**src/hdl/ifr_pkg.sv**
```systemverilog
// ----------------------------------------------------------------------------
// ifr_pkg
// Shared types and constants of the image fragment reassembler: header
// positions, status and decision codes, and the per-byte result record.
// ----------------------------------------------------------------------------
package ifr_pkg;

   localparam int LEN_POS           = 2;
   localparam int LINE_NUM_POS      = 3;
   localparam int SECTION_NUM_POS   = 4;
   localparam int LINE_TOTAL_POS    = 5;
   localparam int SECTION_TOTAL_POS = 6;
   localparam int PAYLOAD_BASE      = 7;
   localparam int LEN_OFFSET        = 3;
   localparam int IMAGE_BYTES       = 65536;
   localparam int POS_MAX           = 511;
   localparam int QUEUE_DEPTH       = 4;

   localparam int HDR_LEN     = 0;
   localparam int HDR_LINE    = 1;
   localparam int HDR_SECTION = 2;
   localparam int HDR_LTOTAL  = 3;
   localparam int HDR_STOTAL  = 4;
   localparam int HDR_COUNT   = 5;

   function automatic int max_of(input int a, input int b);
      return (a > b) ? a : b;
   endfunction

   localparam int DECIDE_POS = max_of(max_of(max_of(LEN_POS, LINE_NUM_POS),
                                             max_of(SECTION_NUM_POS, LINE_TOTAL_POS)),
                                      SECTION_TOTAL_POS);

   typedef enum logic [1:0] {
      DEC_NONE    = 2'd0,
      DEC_ACCEPT  = 2'd1,
      DEC_REJECT  = 2'd2,
      DEC_RESTART = 2'd3
   } decision_type;

   typedef enum logic [1:0] {
      ST_PARTIAL  = 2'd0,
      ST_COMPLETE = 2'd1,
      ST_REJECTED = 2'd2,
      ST_RESTART  = 2'd3
   } status_type;

   typedef enum logic {
      KIND_WRITE  = 1'b0,
      KIND_REPORT = 1'b1
   } kind_type;

   typedef struct packed {
      logic        wr_valid;
      logic [15:0] wr_address;
      logic [7:0]  wr_data;
      logic        rpt_valid;
      status_type  status;
      logic        image_start;
      logic        idle_ready;
   } rec_type;

endpackage

```
**src/hdl/ifr_front.sv**
```systemverilog
// ----------------------------------------------------------------------------
// ifr_front
// Accepts frame bytes, captures header fields, judges frame order and
// builds one result record per byte.
// ----------------------------------------------------------------------------
module ifr_front (
   input  logic            clock,
   input  logic            reset,
   input  logic            accept,
   input  logic [7:0]      frame_byte,
   input  logic            frame_end,
   input  logic [4:0]      type_bytes,
   output logic            rec_push,
   output ifr_pkg::rec_type rec
);
   import ifr_pkg::*;

   logic [7:0]   line_ff, line_in;
   logic [7:0]   section_ff, section_in;
   logic         err_ff, err_in;
   logic [16:0]  idx_ff, idx_in;
   logic [8:0]   pos_ff, pos_in;
   decision_type dec_ff, dec_in;
   logic [7:0]   hdr_ff [HDR_COUNT];
   logic [7:0]   hdr_in [HDR_COUNT];

   logic         match, first, final_frag, restarted, payload_ok;
   logic [7:0]   line_base, section_base;
   logic [9:0]   pos_ext, start_pos, stop_pos;

   always_comb begin
      hdr_in = hdr_ff;
      if (pos_ff == 9'(LEN_POS))           hdr_in[HDR_LEN]     = frame_byte;
      if (pos_ff == 9'(LINE_NUM_POS))      hdr_in[HDR_LINE]    = frame_byte;
      if (pos_ff == 9'(SECTION_NUM_POS))   hdr_in[HDR_SECTION] = frame_byte;
      if (pos_ff == 9'(LINE_TOTAL_POS))    hdr_in[HDR_LTOTAL]  = frame_byte;
      if (pos_ff == 9'(SECTION_TOTAL_POS)) hdr_in[HDR_STOTAL]  = frame_byte;

      match      = (hdr_in[HDR_LINE] == line_ff) && (hdr_in[HDR_SECTION] == section_ff);
      first      = (hdr_in[HDR_LINE] == 8'd1) && (hdr_in[HDR_SECTION] == 8'd1);
      final_frag = (hdr_in[HDR_LINE] == hdr_in[HDR_LTOTAL]) &&
                   (hdr_in[HDR_SECTION] == hdr_in[HDR_STOTAL]);
      restarted  = !match;
      line_base    = restarted ? 8'd1 : line_ff;
      section_base = restarted ? 8'd1 : section_ff;

      line_in    = line_ff;
      section_in = section_ff;
      err_in     = err_ff;
      idx_in     = idx_ff;
      dec_in     = dec_ff;
      pos_in     = pos_ff;

      // judge the frame once its header is complete
      if (dec_ff == DEC_NONE && pos_ff == 9'(DECIDE_POS)) begin
         if (!match && !first) begin
            err_in = 1'b1;
            dec_in = DEC_REJECT;
         end else begin
            err_in = 1'b0;
            if (first) idx_in = '0;
            if (final_frag) begin
               line_in    = 8'd1;
               section_in = 8'd1;
            end else if (hdr_in[HDR_STOTAL] == hdr_in[HDR_SECTION]) begin
               section_in = 8'd1;
               line_in    = line_base + 8'd1;
            end else begin
               line_in    = line_base;
               section_in = section_base + 8'd1;
            end
            dec_in = restarted ? DEC_RESTART : DEC_ACCEPT;
         end
      end

      pos_ext    = {1'b0, pos_ff};
      start_pos  = 10'(PAYLOAD_BASE) + {5'b0, type_bytes} + 10'd1;
      stop_pos   = {2'b0, hdr_in[HDR_LEN]} + 10'(LEN_OFFSET);
      payload_ok = (dec_in == DEC_ACCEPT || dec_in == DEC_RESTART) &&
                   (pos_ff > 9'(DECIDE_POS)) && (pos_ext >= start_pos) &&
                   (pos_ext <= stop_pos) && ({4'b0, idx_in} < 21'(IMAGE_BYTES));

      rec            = '0;
      rec.wr_valid   = payload_ok;
      rec.wr_address = idx_in[15:0];
      rec.wr_data    = frame_byte;
      if (payload_ok) idx_in = idx_in + 17'd1;

      if (frame_end) begin
         rec.rpt_valid = 1'b1;
         if (dec_in == DEC_ACCEPT || dec_in == DEC_RESTART) begin
            rec.image_start = first;
            if (dec_in == DEC_RESTART)
               rec.status = ST_RESTART;
            else
               rec.status = final_frag ? ST_COMPLETE : ST_PARTIAL;
            if (final_frag) idx_in = '0;
         end else begin
            rec.status = ST_REJECTED;
            err_in     = 1'b1;
         end
         rec.idle_ready = (line_in == 8'd1) && (section_in == 8'd1) && !err_in;
         pos_in = '0;
         dec_in = DEC_NONE;
      end else begin
         pos_in = (pos_ff < 9'(POS_MAX)) ? pos_ff + 9'd1 : pos_ff;
      end

      rec_push = accept && (rec.wr_valid || rec.rpt_valid);
   end

   always_ff @(posedge clock) begin
      if (reset) begin
         line_ff    <= 8'd1;
         section_ff <= 8'd1;
         err_ff     <= 1'b0;
         idx_ff     <= '0;
         pos_ff     <= '0;
         dec_ff     <= DEC_NONE;
      end else if (accept) begin
         line_ff    <= line_in;
         section_ff <= section_in;
         err_ff     <= err_in;
         idx_ff     <= idx_in;
         pos_ff     <= pos_in;
         dec_ff     <= dec_in;
      end
   end

   always_ff @(posedge clock) begin
      if (accept) begin
         hdr_ff <= hdr_in;
      end
   end

endmodule

```
**src/hdl/ifr_queue.sv**
```systemverilog
// ----------------------------------------------------------------------------
// ifr_queue
// Register queue of result records between the front and back parts.
// ----------------------------------------------------------------------------
module ifr_queue #(
   parameter int DEPTH = ifr_pkg::QUEUE_DEPTH
) (
   input  logic             clock,
   input  logic             reset,
   input  logic             push,
   input  ifr_pkg::rec_type push_rec,
   input  logic             deq,
   output ifr_pkg::rec_type head,
   output logic             empty,
   output logic             full
);
   import ifr_pkg::*;

   localparam int PW = (DEPTH > 1) ? $clog2(DEPTH) : 1;
   localparam int CW = $clog2(DEPTH + 1);

   rec_type         slot_ff [DEPTH];
   logic [PW-1:0]   wr_ptr_ff, wr_ptr_in;
   logic [PW-1:0]   rd_ptr_ff, rd_ptr_in;
   logic [CW-1:0]   count_ff, count_in;
   logic            do_push, do_pop;

   assign empty   = (count_ff == CW'(0));
   assign full    = (count_ff == CW'(DEPTH));
   assign head    = slot_ff[rd_ptr_ff];
   assign do_push = push && !full;
   assign do_pop  = deq && !empty;

   always_comb begin
      wr_ptr_in = wr_ptr_ff;
      rd_ptr_in = rd_ptr_ff;
      count_in  = count_ff;
      if (do_push)
         wr_ptr_in = (wr_ptr_ff == PW'(DEPTH - 1)) ? '0 : wr_ptr_ff + PW'(1);
      if (do_pop)
         rd_ptr_in = (rd_ptr_ff == PW'(DEPTH - 1)) ? '0 : rd_ptr_ff + PW'(1);
      if (do_push && !do_pop)
         count_in = count_ff + CW'(1);
      else if (do_pop && !do_push)
         count_in = count_ff - CW'(1);
   end

   always_ff @(posedge clock) begin
      if (reset) begin
         wr_ptr_ff <= '0;
         rd_ptr_ff <= '0;
         count_ff  <= '0;
      end else begin
         wr_ptr_ff <= wr_ptr_in;
         rd_ptr_ff <= rd_ptr_in;
         count_ff  <= count_in;
      end
   end

   always_ff @(posedge clock) begin
      if (do_push) begin
         slot_ff[wr_ptr_ff] <= push_rec;
      end
   end

endmodule

```
**src/hdl/ifr_back.sv**
```systemverilog
// ----------------------------------------------------------------------------
// ifr_back
// Splits each queued record into its payload write and status report
// and presents them one at a time on the result ports.
// ----------------------------------------------------------------------------
module ifr_back (
   input  logic             clock,
   input  logic             reset,
   input  ifr_pkg::rec_type head,
   input  logic             q_empty,
   output logic             deq,
   input  logic             pop,
   output logic             empty,
   output logic             rsp_kind,
   output logic [15:0]      rsp_write_address,
   output logic [7:0]       rsp_write_data,
   output logic [1:0]       rsp_status,
   output logic             rsp_image_start,
   output logic             rsp_idle_ready,
   output logic             rsp_last
);
   import ifr_pkg::*;

   logic phase_ff, phase_in;
   logic show_write, taken;

   always_comb begin
      show_write = head.wr_valid && !phase_ff;
      rsp_last   = !(show_write && head.rpt_valid);
      empty      = q_empty;
      taken      = pop && !q_empty;
      deq        = taken && rsp_last;
      phase_in   = taken ? !rsp_last : phase_ff;

      if (show_write) begin
         rsp_kind          = KIND_WRITE;
         rsp_write_address = head.wr_address;
         rsp_write_data    = head.wr_data;
         rsp_status        = ST_PARTIAL;
         rsp_image_start   = 1'b0;
         rsp_idle_ready    = 1'b0;
      end else begin
         rsp_kind          = KIND_REPORT;
         rsp_write_address = '0;
         rsp_write_data    = '0;
         rsp_status        = head.status;
         rsp_image_start   = head.image_start;
         rsp_idle_ready    = head.idle_ready;
      end
   end

   always_ff @(posedge clock) begin
      if (reset) begin
         phase_ff <= 1'b0;
      end else begin
         phase_ff <= phase_in;
      end
   end

endmodule

```
**src/hdl/image_fragment_reassembler_unit.sv**
```systemverilog
// ----------------------------------------------------------------------------
// image_fragment_reassembler_unit
// A result is queued and shows on the result ports at the queue head. One byte
// per cycle while the queue is not full; a frame's last byte that also writes
// payload pops as a write and a report, absorbed by a queue of QUEUE_DEPTH
// entries. Reset (synchronous): clears counters, order flag, write index, byte
// position, queue and type_bytes; header bytes are captured per frame.
// ----------------------------------------------------------------------------
module image_fragment_reassembler_unit #(
   parameter int QUEUE_DEPTH = ifr_pkg::QUEUE_DEPTH
) (
   input  logic        clock,
   input  logic        reset,
   input  logic        push,
   output logic        full,
   input  logic [7:0]  req_frame_byte,
   input  logic        req_frame_end,
   output logic        empty,
   input  logic        pop,
   output logic        rsp_kind,
   output logic [15:0] rsp_write_address,
   output logic [7:0]  rsp_write_data,
   output logic [1:0]  rsp_status,
   output logic        rsp_image_start,
   output logic        rsp_idle_ready,
   output logic        rsp_last,
   input  logic        valid,
   output logic        ready,
   input  logic [4:0]  csr_type_bytes
);
   import ifr_pkg::*;

   logic [4:0] type_bytes_ff;
   logic       accept, rec_push, q_empty, deq;
   rec_type    rec, head;

   assign ready  = 1'b1;
   assign accept = push && !full;

   always_ff @(posedge clock) begin
      if (reset) begin
         type_bytes_ff <= '0;
      end else if (valid && ready) begin
         type_bytes_ff <= csr_type_bytes;
      end
   end

   ifr_front u_front (
      .clock      (clock),
      .reset      (reset),
      .accept     (accept),
      .frame_byte (req_frame_byte),
      .frame_end  (req_frame_end),
      .type_bytes (type_bytes_ff),
      .rec_push   (rec_push),
      .rec        (rec)
   );

   ifr_queue #(
      .DEPTH (QUEUE_DEPTH)
   ) u_queue (
      .clock    (clock),
      .reset    (reset),
      .push     (rec_push),
      .push_rec (rec),
      .deq      (deq),
      .head     (head),
      .empty    (q_empty),
      .full     (full)
   );

   ifr_back u_back (
      .clock             (clock),
      .reset             (reset),
      .head              (head),
      .q_empty           (q_empty),
      .deq               (deq),
      .pop               (pop),
      .empty             (empty),
      .rsp_kind          (rsp_kind),
      .rsp_write_address (rsp_write_address),
      .rsp_write_data    (rsp_write_data),
      .rsp_status        (rsp_status),
      .rsp_image_start   (rsp_image_start),
      .rsp_idle_ready    (rsp_idle_ready),
      .rsp_last          (rsp_last)
   );

   a_report_last: assert property (@(posedge clock) disable iff (reset)
      (!empty && rsp_kind == KIND_REPORT) |-> rsp_last)
      else $error("status report not marked last");

   a_write_clean: assert property (@(posedge clock) disable iff (reset)
      (!empty && rsp_kind == KIND_WRITE) |->
         (rsp_status == ST_PARTIAL && !rsp_image_start && !rsp_idle_ready))
      else $error("payload write carries report fields");

   a_reset_empty: assert property (@(posedge clock)
      reset |=> (empty && !full))
      else $error("queue not empty after reset");

endmodule
```
**config.mk**
```make
export PLATFORM = sky130hd
export DESIGN_NAME = image_fragment_reassembler_unit
export DESIGN_NICKNAME = d
export VERILOG_FILES = /design/src/hdl/ifr_pkg.sv /design/src/hdl/ifr_front.sv /design/src/hdl/ifr_queue.sv /design/src/hdl/ifr_back.sv /design/src/hdl/image_fragment_reassembler_unit.sv
export SDC_FILE = /design/constraint.sdc
export NUM_CORES = 1
export LEC_CHECK = 0
export ABC_AREA = 0
export BUFFER_PORTS_ARGS = -buffer_cell sky130_fd_sc_hd__buf_2
export CAP_MARGIN = 20
export CORE_ASPECT_RATIO = 0.9
export CORE_MARGIN = 2
export CORE_UTILIZATION = 65
export CTS_BUF_LIST = sky130_fd_sc_hd__clkbuf_16
export CTS_CLUSTER_SIZE = 25
export DETAILED_ROUTE_END_ITERATION = 10
export PLACE_DENSITY = 0.82
export SETUP_SLACK_MARGIN = 0.2
export SLEW_MARGIN = 20
export SYNTH_ARGS = -nofsm -noshare
export SYNTH_HDL_FRONTEND = slang
export SYNTH_HIERARCHICAL = 1
export SYNTH_SLANG_ARGS = --single-unit
export TNS_END_PERCENT = 100
```
**constraint.sdc**
```tcl
create_clock -name clock -period 13.37 [get_ports clock]
set_clock_uncertainty 0.1 [all_clocks]
set_input_delay 0.6685 -clock clock [delete_from_list [all_inputs] [get_ports clock]]
set_output_delay 0.6685 -clock clock [all_outputs]
set_load 0.02 [all_outputs]
```
; Yosys cells after proc, flatten, opt, wreduce, memory -nomap -nowiden
; Memories as Yosys holds them, arrays and structs flattened. A register that Yosys moved wholly into a read port is not among the register bits.
; Index checks and enable logic that the tools add are counted.
[word_totals]
regBits = 98
ramBits = 120
in_bits = 19
memories = 1
[classes]
addsub = 11
magnitude_cmp = 5
eq_ne = 19
muxes = 52
n_reduce_logical = 37
[memory_table]
columns = memory, depth, word_bits, rd, rd_ports_with_merged_regs, write_ports, line
row1 = u_queue.slot_ff, 4, 30, 1, 1, 1, ifr_queue.sv:22  ; rec_type slot_ff [DEPTH];
[ops]
columns = cell, count
row1 = 8-bit 2-to-1 mux, 16
row2 = 17-bit 2-to-1 mux, 7
row3 = 8-bit == test, 5
row4 = "8-bit by 1-bit == test with 1-bit output, second input constant", 4
row5 = "9-bit by 3-bit == test with 1-bit output, second input constant", 3
row6 = 2-bit 2-to-1 mux, 11
row7 = 1-bit logical AND, 21
row8 = "9-bit by 2-bit == test with 1-bit output, second input constant", 2
row9 = 9-bit 2-to-1 mux, 2
row10 = "17-bit by 1-bit adder with 17-bit output, second input constant", 1
row11 = "17-bit < comparator, second input constant", 1
row12 = "8-bit by 1-bit adder with 8-bit output, second input constant", 2
row13 = 16-bit 2-to-1 mux, 1
row14 = 1-bit 2-to-1 mux, 12
row15 = "10-bit by 1-bit adder with 10-bit output, second input constant", 1
row16 = 9-bit by 10-bit greater-or-equal comparator with 1-bit output, 1
row17 = 9-bit by 10-bit less-or-equal comparator with 1-bit output, 1
row18 = "8-bit by 2-bit adder with 9-bit output, second input constant", 1
row19 = "9-bit by 1-bit adder with 9-bit output, second input constant", 1
row20 = "9-bit by 3-bit > comparator with 1-bit output, second input constant", 1
row21 = 1-bit logical NOT, 9
row22 = "9-bit < comparator, second input constant", 1
row23 = "3-bit by 5-bit adder with 6-bit output, first input constant", 1
row24 = "2-bit == test, second input constant", 3
row25 = 12 further kinds, 16

; Depth between registers and ports, before layout
[logic_depth]
ltp_word = 22
depth_mapped = 28
ltp_nobuf = 26

; Cells and area by module
; Netlist, hierarchy kept.
[modules_own_cells]
columns = module, n_inst, cells_each, area_each_um2
row1 = ifr_front, 1, 845, 6905.4
row2 = ifr_queue, 1, 206, 4808.4
row3 = ifr_back, 1, 41, 297.8
row4 = image_fragment_reassembler_unit, 1, 19, 197.7

; Least setup slack after synthesis
; Ideal clock, no wire load.
[synth_timing]
path_type = register to register
start = reg u_front.pos_ff[6]
end = reg u_queue.count_ff[2]
arrival_ns = 5.479
t_required_ns = 13.200
setup_slack_ns = 7.721
stages_incl_launch_ff = 26
period_less_slack_ns = 5.649
cell_sequence = dfxtp_1 nor3_2 buf_4 nand2_1 or3_1 clkbuf_1 clkbuf_1 a21oi_1 ha_1 nor3_1 xnor2_1 ha_1 a2111oi_0 o21ai_0 o21ai_0 o311ai_0 nor2_4 o21a_1 bufinv_8 nor2_2 ha_1 inv_1 fa_1 xor2_1 or3_1 a21oi_1
[synth_between]
elab_chain_cells = 20
word_cells_on_any_way = 43
cone_classes = add/sub: 1 / order compare: 4 / eq/ne: 10 / mux: 10 / reduce/logical: 18
[synth_rtl]
columns = element, line
row1 = from (decl), ifr_front.sv:22  ; logic [8:0] pos_ff, pos_in;
row2 = from (signal assigned), ifr_front.sv:125  ; pos_ff <= pos_in;
row3 = "parallel branches: the longest is 13 deep, another holds 17-bit < comparator", n/a
row4 = 1-bit logical AND (*), ifr_front.sv:81  ; (pos_ext <= stop_pos) && ({4'b0, idx_in} < 21'(IMAGE_BYTES));
row5 = via u_front.payload_ok, ifr_front.sv:27  ; logic match, first, final_frag, restarted, payload_ok;
row6 = 1-bit logical OR (*), ifr_front.sv:109  ; rec_push = accept && (rec.wr_valid || rec.rpt_valid);
row7 = 1-bit logical AND (*), ifr_front.sv:109
row8 = via rec_push, image_fragment_reassembler_unit.sv:34  ; logic accept, rec_push, q_empty, deq;
row9 = 1-bit logical AND (*), ifr_queue.sv:31  ; assign do_push = push && !full;
row10 = via u_queue.do_push, ifr_queue.sv:26  ; logic do_push, do_pop;
row11 = 1-bit logical NOT, ifr_queue.sv:44  ; else if (do_pop && !do_push)
row12 = 1-bit logical AND, ifr_queue.sv:44
row13 = 2-bit nonzero test (no line), n/a
row14 = to (signal assigned), ifr_queue.sv:56  ; count_ff <= count_in;
row15 = to (decl), ifr_queue.sv:25  ; logic [CW-1:0] count_ff, count_in;
; Mark *: on every way through the listed nets, which the timed path passes.
; A chain may end at the register's enable or synchronous reset.

==> reports/qor.yml <==
cts:
  cts_max_level: 1
  clkTransAtPathRegs_ns: 0.07
  cts_max_path_buffers: 3
  clk_latency_ns: 0.51
  tritoncts: "done"
  postCtsResizedCells: 0
  cts_buffers: 22
  root_buffer: "clkbuf_16"
  cts.sinks: 220
  cts_setup_buffers: 0
  holdBufCountCts: 0
routing:
  drc_errors: 0
  first_pass_iters: 6
  detail-route-antenna-nets: 0
  vias_per_cell: 6.451
  routedWlPerCell_um: 21.13
  wl_mm: 29.12
  drt-initial-drc-count: 902
  num_vias: 8889
cells_and_area:
  final_cell_mix: "160 x edfxtp_1, 77 x nand2_1, 61 x nor2_1"
  nets: 1167
  diodes: 0
  multi_input_area_um2: 5614
  layout_commonest_cell: "edfxtp_1"
  drive_gt1_share_pct: 14.65
  fill_cells: 1307
  syn_to_final_growth_pct: 7.809
  register_area_um2: 6007
synth:
  ys.flop_type: "edfxtp_1"
  synth_seq_area_share_pct: 49.19
  netlist_area_um2: 12210
  yosys_warnings: 6
  synth_area_per_cell_um2: 10.99
  synth-edff-count: 160
  synth_area_leader_cell: "edfxtp_1"
  syn_nets: 1161
  async_flop_share_pct: 0
  ys_ff_latch: 220
  yosys.area.top_type_share_pct: 39.35
  yosys-top-cells-area: "edfxtp_1 39%, dfxtp_1 9.8%, mux4_2 5.5%, ha_1 3.1%, xor2_1 2.9%"
  syn_inst: 1111
  synth.distinct_cells: 98
worst_setup_path:
  cp-start-kind: "flip-flop"
  worst_setup_path_end_kind: "flip-flop"
  crit_required_ns: 13.69
  regToRegSetupSlack_ns: 6.22
  critPathKind: "flip-flop to flip-flop"
  arrival_ns: 7.48
  critPathMaxFanout: 14
floorplan:
  design.core.area_um2: 18410
  dieHeight_um: 134.0
  row_count: 47
  io_pins: 52
  die_w_um: 148.5
  initial_core_util_pct: 66.33
  die_area_um2: 19900
sta:
  final_max_slew_viol_count: 0
  rsz0062_at_grt: "no"
  hold_viol_final: 0
  period_share_pct: 53.51
  fin_crit_ns: 7.154
  setup_viol: 0
  tightest_slew_ns: 0.9098
  fmax_ghz: 0.1398
  max_slew_margin_pct: 38.57
  tns_ns: 0
  timing.final.ws_setup_ns: 6.216
placement:
  io_buffers: 50
  dpl.hpwl_mm: 19.65
  dpl_worst_slack_ns: 6.470
  gp_congestion: 1.012
grt:
  overflow: 0
  track_usage_pct: 29.58
  grt_pass1_vias: 8823
  grt_pass1_wl_mm: 46.37
  antenna_found_initial: 0
  grt_start_max_net_pins: 69
power_and_ir_drop:
  power_density_nw_per_um2: 138.2
  intPower_mw: 1.303
  peakVddDrop_v: 0.0001122
  seq_power_share_pct: 46.2
  switching_power_mw: 0.5160
  leakage_nw: 4.744
  share_comb_of_total_power_pct: 20.2
  pwr-share-clk_pct: 33.6
  netSwitchingFraction_pct: 28.38
  power_mw: 1.819
worst_hold_path:
  hold_class: "primary input to flip-flop"
job:
  maxCapViolations: 0
run_status:
  status: "finished, final reports clean"
-- flip-flops by register name, summed over array words and instances, names as in the netlist, named ones only --
register,flops
type_bytes_ff,5
u_back/phase_ff,1
u_front/dec_ff,2
u_front/err_ff,1
u_front/hdr_ff,40
u_front/idx_ff,17
u_front/line_ff,8
u_front/pos_ff,9
u_front/section_ff,8
u_queue/count_ff,3
u_queue/rd_ptr_ff,2
u_queue/slot_ff,120
u_queue/wr_ptr_ff,2
-- power by group through the flow --
stage | combinational, mW | clock (mW) | sequential (mW)
2_1_floorplan | 0.295 | 0 | 0.833
3_3_place_gp | 0.354 | 0 | 0.850
3_5_place_dp | 0.362 | 0 | 0.853
4_1_cts | 0.366 | 0.621 | 0.839
5_1_grt | 0.404 | 0.648 | 0.846
6_report | 0.366 | 0.612 | 0.840
-- Yosys cell counts, drive strengths merged, types with 6 or more instances --
| cell | n |
|---|---|
| nand3 | 38 |
| mux2 | 8 |
| nor4 | 13 |
| o31ai | 9 |
| mux2i | 17 |
| nand4 | 15 |
| buf | 32 |
| or3b | 6 |
| nor3 | 32 |
| o211ai | 7 |
| o22ai | 12 |
| mux4 | 30 |
| nor2 | 64 |
| and3 | 23 |
| nor2b | 21 |
| xor2 | 40 |
| o21a | 8 |
| dfxtp | 60 |
| edfxtp | 160 |
| o21ai | 58 |
| a211oi | 8 |
| a21oi | 53 |
| clkbuf | 44 |
| inv | 47 |
| nand2 | 78 |
| and2 | 48 |
| nand2b | 16 |
| or4 | 6 |
| ha | 30 |
| a31oi | 9 |
| o221ai | 8 |
| or3 | 9 |
| xnor2 | 35 |
-- path summary, 6_finish.rpt --
path                              end               start  cells after the start
hold reg to reg    u_front/idx_ff[15]  u_front/idx_ff[15]                      2
hold / removal       type_bytes_ff[3]   csr_type_bytes[3]                      3
setup / recovery  u_queue/count_ff[2]   u_front/pos_ff[6]                     23
setup reg to reg  u_queue/count_ff[2]   u_front/pos_ff[6]                     23
-- critical path, cell delays in order (launching register included) --
cell       delay, ns
dfxtp_1         0.38
nor3_2          0.71
nand2_1         0.35
or3_1           0.62
nor2_1          0.16
a21oi_1         0.09
ha_1            0.28
nor3_1          0.33
xnor2_1         0.18
ha_1            0.29
a2111oi_0       0.48
o21ai_0         0.17
o21ai_0         0.23
o311ai_0        0.34
nor2_4          0.33
o21a_1          0.26
bufinv_8        0.22
nor2_2          0.14
ha_1            0.23
inv_1           0.08
fa_1            0.44
xor2_1          0.19
or3_1           0.31
a21oi_1         0.14
-- cells by family (layout without fill, tap and decap cells) --
group	count (synthesis)	count (layout)	share of synthesized area [%]
other	1	1	0.03071
AO/OA/AOI/OAI	218	218	11.90
XOR/XNOR	75	75	5.380
AND/OR/NAND/NOR	386	386	17.71
multiplexers	55	55	7.666
buffers and inverters	125	147	4.888
flip-flops	220	220	49.19
adder cells (fa/ha/maj)	31	31	3.238
-- area by class of cell --
| class | instances | area share (%) |
|---|---|---|
| inverters | 49 | 1.540 |
| flip-flops and latches | 220 | 45.64 |
| clock buffers | 22 | 4.183 |
| well taps | 245 | 2.329 |
| repair buffers | 58 | 2.357 |
| clock inverters | 18 | 1.302 |
| multi-input cells | 766 | 42.65 |
-- metal layers --
layer	track usage, %	up-vias	wire, um	part of all wire [%]
li1	-	4136	-	-
met1	40.30	4306	12420	43
met2	49.72	382	13990	48
met3	4.116	65	2028	7.0
met4	9.365	0	687	2.4
met5	0	-	0	0
-- metrics by stage --
step	instance area, um^2	utilization, %	std cells	hold slack [ns]
3_3_place_gp	12440	67.59	1338	0.3543
4_1_cts	13160	71.51	1378	0.2910
2_1_floorplan	12210	-	1111	0.3382
6_report	13160	71.51	1378	0.3022
3_5_place_dp	12440	67.59	1338	0.3685
5_1_grt	13160	71.51	1378	0.3223
(Power assumes the default switching activity.)
